**config.mk**
```make
export PLATFORM = sky130hd
export DESIGN_NAME = i2c_bit_level_master
export DESIGN_NICKNAME = d
export VERILOG_FILES = /design/src/i2cbm_pkg.sv /design/src/i2cbm_step.sv /design/src/i2c_bit_level_master.sv
export SDC_FILE = /design/constraint.sdc
export NUM_CORES = 1
export LEC_CHECK = 0
export BUFFER_PORTS_ARGS = -buffer_cell sky130_fd_sc_hd__buf_4
export CAP_MARGIN = 20
export CORE_UTILIZATION = 25
export CTS_CLUSTER_DIAMETER = 40
export CTS_CLUSTER_SIZE = 40
export DETAILED_ROUTE_END_ITERATION = 10
export PLACE_DENSITY = 0.38
export SKIP_LAST_GASP = 1
export SLEW_MARGIN = 10
export SYNTH_ARGS = -nofsm -noshare
export SYNTH_HDL_FRONTEND = slang
export SYNTH_SLANG_ARGS = --single-unit
```
**constraint.sdc**
```tcl
create_clock -name clk -period 3.5 [get_ports clk]
set_clock_uncertainty 0.05 [all_clocks]
set_input_delay 0.175 -clock clk [delete_from_list [all_inputs] [get_ports clk]]
set_output_delay 0.175 -clock clk [all_outputs]
set_load 0.01 [all_outputs]
```
**src/i2cbm_pkg.sv**
```systemverilog
// Package for the I2C bit-level master: command codes, register indexes and
// the state and result structures shared by the step logic and the top level.
// Depends on nothing.
`default_nettype none

package i2cbm_pkg;

  // Command codes, as carried on the mode field and held while busy.
  localparam logic [2:0] CMD_NONE    = 3'd0;
  localparam logic [2:0] CMD_START   = 3'd1;
  localparam logic [2:0] CMD_STOP    = 3'd2;
  localparam logic [2:0] CMD_SEND    = 3'd3;
  localparam logic [2:0] CMD_READ    = 3'd4;
  localparam logic [2:0] CMD_RECOVER = 3'd5;

  // Configuration register indexes.
  localparam logic REG_DELAY_TICKS   = 1'b0;
  localparam logic REG_STRETCH_LIMIT = 1'b1;

  localparam int DelayW   = 10;
  localparam int StretchW = 16;
  localparam int CfgW     = 16;

  localparam logic [DelayW-1:0]   DELAY_RESET   = 10'd30;
  localparam logic [StretchW-1:0] STRETCH_RESET = 16'd500;

  // Bit counter value that marks the ninth slot (acknowledge or last pulse).
  localparam logic [3:0] LAST_BIT = 4'd8;

  typedef struct packed {
    logic [2:0]          cmd;
    logic [2:0]          phase;
    logic [3:0]          bit_count;
    logic [7:0]          shift_byte;
    logic [DelayW-1:0]   delay_left;
    logic [StretchW-1:0] stretch_left;
    logic                nack_held;
    logic                scl_out;
    logic                sda_out;
    logic                ack_flag;
    logic [7:0]          rx_hold;
  } state_t;

  typedef struct packed {
    logic       scl_release;
    logic       sda_release;
    logic       busy;
    logic       done;
    logic [7:0] rx_byte;
    logic       ack_missing;
  } result_t;

endpackage

`default_nettype wire

```
**src/i2cbm_step.sv**
```systemverilog
// Next-state logic for one tick of the I2C bit-level master.
// Depends on i2cbm_pkg for the state and result structures.
`default_nettype none

module i2cbm_step (
  input  var i2cbm_pkg::state_t                   cur,
  input  wire logic [i2cbm_pkg::DelayW-1:0]       delay_ticks,
  input  wire logic [i2cbm_pkg::StretchW-1:0]     stretch_limit,
  input  wire logic [2:0]                         mode,
  input  wire logic [7:0]                         tx_byte,
  input  wire logic                               nack_last,
  input  wire logic                               sda_in,
  input  wire logic                               scl_in,
  output i2cbm_pkg::state_t                       nxt,
  output i2cbm_pkg::result_t                      res
);

  logic                               ph_begin;
  logic [2:0]                         ph_next;
  logic                               ph_wait;
  logic                               finish;
  logic [3:0]                         bc_inc;
  logic [i2cbm_pkg::DelayW-1:0]       delay_load;

  assign bc_inc     = cur.bit_count + 4'd1;
  assign delay_load = (delay_ticks == '0) ? i2cbm_pkg::DelayW'(1) : delay_ticks;

  always_comb begin
    nxt      = cur;
    ph_begin = 1'b0;
    ph_next  = 3'd0;
    ph_wait  = 1'b0;
    finish   = 1'b0;

    if (cur.cmd == i2cbm_pkg::CMD_NONE) begin
      if (mode == i2cbm_pkg::CMD_START || mode == i2cbm_pkg::CMD_STOP ||
          mode == i2cbm_pkg::CMD_SEND || mode == i2cbm_pkg::CMD_READ ||
          mode == i2cbm_pkg::CMD_RECOVER) begin
        nxt.cmd       = mode;
        nxt.bit_count = 4'd0;
        ph_begin      = 1'b1;
        ph_next       = 3'd0;
        unique case (mode)
          i2cbm_pkg::CMD_START: begin
            nxt.sda_out = 1'b1; nxt.scl_out = 1'b1; ph_wait = 1'b1;
          end
          i2cbm_pkg::CMD_STOP: begin
            nxt.sda_out = 1'b0; nxt.scl_out = 1'b0;
          end
          i2cbm_pkg::CMD_SEND: begin
            nxt.sda_out    = tx_byte[7];
            nxt.shift_byte = {tx_byte[6:0], 1'b0};
          end
          i2cbm_pkg::CMD_READ: begin
            nxt.nack_held  = nack_last;
            nxt.shift_byte = 8'd0;
            nxt.sda_out    = 1'b1; nxt.scl_out = 1'b1; ph_wait = 1'b1;
          end
          default: begin
            nxt.sda_out = 1'b1; nxt.scl_out = 1'b0;
          end
        endcase
      end
    end else if (cur.stretch_left != '0 && !scl_in) begin
      // Released SCL still held low by a target: keep waiting.
      nxt.stretch_left = cur.stretch_left - i2cbm_pkg::StretchW'(1);
    end else begin
      nxt.stretch_left = '0;
      if (cur.delay_left > i2cbm_pkg::DelayW'(1)) begin
        nxt.delay_left = cur.delay_left - i2cbm_pkg::DelayW'(1);
      end else begin
        ph_begin = 1'b1;
        unique case (cur.cmd)
          i2cbm_pkg::CMD_START: begin
            if (cur.phase == 3'd0) begin
              nxt.sda_out = 1'b0; ph_next = 3'd1;
            end else if (cur.phase == 3'd1) begin
              nxt.scl_out = 1'b0; ph_next = 3'd2;
            end else begin
              finish = 1'b1;
            end
          end
          i2cbm_pkg::CMD_STOP: begin
            if (cur.phase == 3'd0) begin
              nxt.scl_out = 1'b1; ph_next = 3'd1; ph_wait = 1'b1;
            end else if (cur.phase == 3'd1) begin
              nxt.sda_out = 1'b1; ph_next = 3'd2;
            end else begin
              finish = 1'b1;
            end
          end
          i2cbm_pkg::CMD_SEND: begin
            if (cur.phase == 3'd0) begin
              nxt.scl_out = 1'b1; ph_next = 3'd1; ph_wait = 1'b1;
            end else if (cur.phase == 3'd1) begin
              if (cur.bit_count >= i2cbm_pkg::LAST_BIT) nxt.ack_flag = sda_in;
              nxt.scl_out = 1'b0; ph_next = 3'd2;
            end else if (cur.bit_count >= i2cbm_pkg::LAST_BIT) begin
              finish = 1'b1;
            end else begin
              nxt.bit_count = bc_inc;
              if (bc_inc < i2cbm_pkg::LAST_BIT) begin
                nxt.sda_out    = cur.shift_byte[7];
                nxt.shift_byte = {cur.shift_byte[6:0], 1'b0};
              end else begin
                // Release SDA for the target's acknowledge.
                nxt.sda_out = 1'b1;
              end
              ph_next = 3'd0;
            end
          end
          i2cbm_pkg::CMD_READ: begin
            if (cur.phase == 3'd0) begin
              nxt.shift_byte = {cur.shift_byte[6:0], sda_in};
              nxt.scl_out    = 1'b0; ph_next = 3'd1;
            end else if (cur.phase == 3'd1) begin
              if (cur.bit_count < 4'd7) begin
                nxt.bit_count = bc_inc;
                nxt.scl_out   = 1'b1; ph_next = 3'd0; ph_wait = 1'b1;
              end else begin
                nxt.bit_count = i2cbm_pkg::LAST_BIT;
                nxt.sda_out   = cur.nack_held; ph_next = 3'd2;
              end
            end else if (cur.phase == 3'd2) begin
              nxt.scl_out = 1'b1; ph_next = 3'd3; ph_wait = 1'b1;
            end else if (cur.phase == 3'd3) begin
              nxt.scl_out = 1'b0; nxt.sda_out = 1'b1; ph_next = 3'd4;
            end else begin
              nxt.rx_hold = cur.shift_byte;
              finish      = 1'b1;
            end
          end
          i2cbm_pkg::CMD_RECOVER: begin
            if (cur.phase == 3'd0) begin
              nxt.scl_out = 1'b1; ph_next = 3'd1; ph_wait = 1'b1;
            end else if (cur.phase == 3'd1) begin
              if (sda_in || cur.bit_count >= i2cbm_pkg::LAST_BIT) begin
                nxt.sda_out = 1'b0; ph_next = 3'd2;
              end else begin
                nxt.bit_count = bc_inc;
                nxt.scl_out   = 1'b0; ph_next = 3'd0;
              end
            end else if (cur.phase == 3'd2) begin
              nxt.scl_out = 1'b1; ph_next = 3'd3; ph_wait = 1'b1;
            end else if (cur.phase == 3'd3) begin
              nxt.sda_out = 1'b1; ph_next = 3'd4;
            end else begin
              finish = 1'b1;
            end
          end
          default: begin
            finish = 1'b1;
          end
        endcase
      end
    end

    if (finish) begin
      nxt.cmd        = i2cbm_pkg::CMD_NONE;
      nxt.phase      = 3'd0;
      nxt.delay_left = '0;
    end else if (ph_begin) begin
      nxt.phase        = ph_next;
      nxt.delay_left   = delay_load;
      nxt.stretch_left = ph_wait ? stretch_limit : '0;
    end
  end

  always_comb begin
    res.scl_release = nxt.scl_out;
    res.sda_release = nxt.sda_out;
    res.busy        = (nxt.cmd != i2cbm_pkg::CMD_NONE);
    res.done        = finish;
    res.rx_byte     = nxt.rx_hold;
    res.ack_missing = nxt.ack_flag;
  end

endmodule

`default_nettype wire

```
**src/i2c_bit_level_master.sv**
```systemverilog
// Top level of the I2C bit-level master: configuration registers, the state
// register, the result register and the handshakes. Uses i2cbm_pkg and
// i2cbm_step.
`default_nettype none

// The result is registered: it appears on the output in the cycle after its input transaction.
// Throughput: one transaction per cycle; in_ready stays high while the result
// register is empty or is being taken in the same cycle.
// Reset (synchronous, active high): the state holds both bus lines released, the master is
// idle, delay_ticks is 30 and stretch_limit is 500; no result is pending.
module i2c_bit_level_master (
  input  wire logic        clk,
  input  wire logic        rst,
  // Configuration write port.
  input  wire logic        cfg_we,
  input  wire logic        cfg_index,
  input  wire logic [15:0] cfg_data,
  // Input channel: one bus tick per transaction.
  input  wire logic        in_valid,
  output logic             in_ready,
  input  wire logic [2:0]  mode,
  input  wire logic [7:0]  tx_byte,
  input  wire logic        nack_last,
  input  wire logic        sda_in,
  input  wire logic        scl_in,
  // Output channel: one result per input transaction.
  output logic             out_valid,
  input  wire logic        out_ready,
  output logic             scl_release,
  output logic             sda_release,
  output logic             busy_res,
  output logic             done_res,
  output logic [7:0]       rx_byte,
  output logic             ack_missing
);

  logic [i2cbm_pkg::DelayW-1:0]   delay_ticks;
  logic [i2cbm_pkg::StretchW-1:0] stretch_limit;
  i2cbm_pkg::state_t              st;
  i2cbm_pkg::state_t              st_next;
  i2cbm_pkg::result_t             res_next;
  logic                           in_take;

  // The result register parts the two channels: a new tick is taken whenever
  // the register is free or is emptied in this same cycle.
  assign in_ready = !out_valid || out_ready;
  assign in_take  = in_valid && in_ready;

  // Configuration is to be written only while the master is idle; the block itself
  // does not enforce this, so the registers are simply overwritten.
  always_ff @(posedge clk) begin
    if (rst) begin
      delay_ticks   <= i2cbm_pkg::DELAY_RESET;
      stretch_limit <= i2cbm_pkg::STRETCH_RESET;
    end else if (cfg_we) begin
      unique case (cfg_index)
        i2cbm_pkg::REG_DELAY_TICKS:   delay_ticks   <= cfg_data[i2cbm_pkg::DelayW-1:0];
        i2cbm_pkg::REG_STRETCH_LIMIT: stretch_limit <= cfg_data;
        default: ;
      endcase
    end
  end

  // All the work for one tick happens in the step logic, between the state
  // register and the result register.
  i2cbm_step u_step (
    .cur           (st),
    .delay_ticks   (delay_ticks),
    .stretch_limit (stretch_limit),
    .mode          (mode),
    .tx_byte       (tx_byte),
    .nack_last     (nack_last),
    .sda_in        (sda_in),
    .scl_in        (scl_in),
    .nxt           (st_next),
    .res           (res_next)
  );

  // Bus state advances only on an accepted transaction.
  always_ff @(posedge clk) begin
    if (rst) begin
      st.cmd          <= i2cbm_pkg::CMD_NONE;
      st.phase        <= 3'd0;
      st.bit_count    <= 4'd0;
      st.shift_byte   <= 8'd0;
      st.delay_left   <= '0;
      st.stretch_left <= '0;
      st.nack_held    <= 1'b0;
      st.scl_out      <= 1'b1;
      st.sda_out      <= 1'b1;
      st.ack_flag     <= 1'b0;
      st.rx_hold      <= 8'd0;
    end else if (in_take) begin
      st <= st_next;
    end
  end

  // Result register with its valid flag.
  always_ff @(posedge clk) begin
    if (rst) begin
      out_valid <= 1'b0;
    end else if (in_take) begin
      out_valid <= 1'b1;
    end else if (out_ready) begin
      out_valid <= 1'b0;
    end
  end

  always_ff @(posedge clk) begin
    if (in_take) begin
      scl_release <= res_next.scl_release;
      sda_release <= res_next.sda_release;
      busy_res    <= res_next.busy;
      done_res    <= res_next.done;
      rx_byte     <= res_next.rx_byte;
      ack_missing <= res_next.ack_missing;
    end
  end

  // A finishing tick always leaves the master idle.
  a_done_idle: assert property (@(posedge clk) disable iff (rst)
    out_valid && done_res |-> !busy_res)
    else $error("done reported while still busy");

  // An idle master carries no phase and no pending delay.
  a_idle_clean: assert property (@(posedge clk) disable iff (rst)
    st.cmd == i2cbm_pkg::CMD_NONE |-> st.phase == 3'd0 && st.delay_left == '0)
    else $error("idle master holds phase or delay");

  // Every accepted tick yields a result in the next cycle.
  a_take_gives_result: assert property (@(posedge clk) disable iff (rst)
    in_take |=> out_valid)
    else $error("accepted tick produced no result");

  // The reported busy flag follows the held command.
  a_busy_matches: assert property (@(posedge clk) disable iff (rst)
    in_take |=> busy_res == (st.cmd != i2cbm_pkg::CMD_NONE))
    else $error("busy flag disagrees with held command");

endmodule

`default_nettype wire

```
==> metrics <==
outcome=completed; Yosys top cell area share=32.4%; worst hold start=cfg_data[4]; Hold Vio Cnt, Final=0; number of routed nets with antenna violations=0; critical path class=reg2reg; Post-DP HPWL=11.0 mm; fin nets=701; total CTS buffers=9; crit-path max cell delay=0.83 ns; drt drc=0; EDFF count, synth=13; DRT Wirelength=15.7 mm; hold endpoint=stretch_limit[4]; DR WL/cell=16.8 um; R2R depth=8; Final period util=just under 90%; Yosys reg bits=96; Final Setup Violations=0; Synth top cells by count=84 x nand2_1, 83 x dfxtp_1, 52 x nor2_1; first-pass GRT wire length=25.4 mm; hold slack=0.00917 ns; dpl ws=slightly below 0.5 ns; Pleak=2.40 nW; FILL cells=about 2200; Iteration-0 DRC Markers=372; DIE AREA=about 21000 um2; Slew @ Worst Pin=0.881 ns; Via Count=4706; unrepaired setup endpoints after global routing=false; Slew HR=between 40 and 50%; non-filler cells, final=935; dpl cells=915; number of global-route vias before repair=4525; Worst Setup End Kind=flop; CTS tree=built; CP required=3.66 ns; maximum VDD drop=0.220 mV; Placer Congestion=0.806; Pins Over Slew Limit=0; Worst-path clk slew=approximately 0.070 ns; antenna violations before repair=0; Site Rows=52; critical path's slowest cell=or4_1; Hold Crit Class=in2reg; Top Ports=a little over 50; multi-input logic area=2870 um2; final worst-path setup slack=0.474 ns; post-synth net total=around 660; Initial DRT Pass Iterations=4; layout cells sized above 1=between 15 and 20%; CP Max Fanout=16; min Tclk post-route=~3.0 ns; Sequential Area=2050 um2; Vias per Instance=5.03; critical path, cell by cell=inv_1 -> ha_1 -> nor4b_2 -> nand4_4 -> a21o_1 -> or4_1 -> a221oi_1 -> nor3_1; worst flop-to-flop path startpoint=st[12]; Post-Synthesis Cells=618; Starting Density=25.5%; Mapped Area=5130 um2; GRT Resource Usage Total=15.2%; Chip Width=145 um; total number of H-tree levels=3; largest net degree at the start of global routing=53; Max-cap violations=0; Post-synth ARST share=0%; port bufs=50; Worst R2R End=st[43]; Core ar.=20200 um2; root buf cell=clkbuf_16; Avg Inst Size Synth=8.31 um2; CTS Sinks=96; reg2reg setup slack=0.47 ns; total gr overflow=0; Synth-to-Final Area Change=20.7%; Diodes inserted=0; clock buffer depth=2; Fmax=between 0.3 and 0.4 GHz; postcts setup bufs=0; post-synthesis cell type count=67; fin util=30.7%; post-CTS sizing=0; Synth area leaders=dfxtp_1 32%, edfxtp_1 7.6%, nand2_1 6.1%, o21ai_0 4.1%, a21oi_1 4.0%; WP data arrival=3.19 ns; leading area contributor after synthesis=dfxtp_1; Synth Warn #=0; worst hold path depth=3; Clock Latency Late Sink=approximately 0.35 ns; power per cell area=482 nW/um2; sequential fraction of the synthesis area=40.0%; Setup Total Neg Slack=0 ns; ys flop type=dfxtp_1; die height=145 um; top-count cell post-synth=nand2_1; Critical Path Source Type=flop
## metal layers
metal	GRT usage (%)	share of wire, %	vias to the layer above
met1	20.2	49	2283
met3	2.17	2.3	13
li1	-	-	2345
met5	0	0	-
met4	4.79	1.4	0
met2	25.3	48	65
## critical path, delay by kind of cell, from the launching register on
kind | cells | cell delay (ns)
flops | 1 | 0.34
buf+inv | 1 | 0.08
simple gates | 4 | 1.52
fa+ha+maj | 1 | 0.20
compound gates | 2 | 0.69
## what timing repair did
item | 4_1_cts | 5_1_grt
hold endpoints to repair | 4 | 0
hold buffers | 4 | 0
setup endpoints to repair | 0 | 0
## report_power, final
part,switching (mW),leakage (nW),internal (mW)
sequential,0.0696,0.808,1.18
clock,0.482,0.159,0.636
combinational,0.373,1.43,0.243
## kinds of logic after synthesis
group                    count (synthesis)  share of synthesized area (%)
multiplexers                            24                           4.92
XOR/XNOR                                18                           3.07
flip-flops                              96                           40.0
adder cells (fa/ha/maj)                  5                           1.22
buffers and inverters                   54                           4.22
AO/OA/AOI/OAI                          163                           21.0
AND/OR/NAND/NOR                        258                           25.6
## cells in the final DEF, fill, tap and decap left out, types with 4 or more instances in the layout
master         instances
nand3_1               21
a41oi_1                4
edfxtp_1              13
a21oi_1               41
dfxtp_1               83
or3_1                  7
clkbuf_16              9
nor4_1                 7
o21ai_0               42
a221oi_1              21
nor3_1                22
ha_1                   5
mux2_2                10
xnor2_1                9
nor2_1                52
dlygate4sd3_1          4
a22oi_1                4
nand4_1                4
mux2i_1               14
a31oi_1                7
buf_4                 65
a211oi_1               6
nor3b_1                8
xor2_1                 9
inv_1                 15
nand2b_1               7
nand2_1               84
nor2b_1               19
## per-stage QoR
stage                     area, um2  power [mW]
final                          6200        2.99
after global routing           6200        3.16
after CTS                      6200        3.03
after detailed placement       5830        1.89
after global placement         5800        1.88
after floorplan                5130        1.67
## how the worst max path moves through the flow
stage	to	startpoint	slack [ns]	depth (start not counted)
3_5_place_dp	st[39]	st[12]	0.49	8
5_1_grt	st[40]	st[12]	0.18	8
4_1_cts	st[39]	st[12]	0.47	8
2_1_floorplan	st[39]	st[12]	0.95	10
6_report	st[43]	st[12]	0.47	8
3_3_place_gp	st[45]	st[12]	0.60	8
## flip-flops by register name, summed over array words and instances, names as in the netlist
register / flops
st: 56
stretch_limit: 16
delay_ticks: 10
rx_byte: 8
ack_missing: 1
busy_res: 1
done_res: 1
out_valid: 1
scl_release: 1
sda_release: 1
## layout make-up
type | count | area share [%]
flip-flops and latches | 96 | 33.1
well taps | 270 | 5.45
multi-input cells | 468 | 46.2
clock inverters | 7 | 1.72
clock buffers | 9 | 3.63
repair buffers | 70 | 8.96
inverters | 15 | 0.908
No activity file was read; power rests on OpenSTA's default activity.
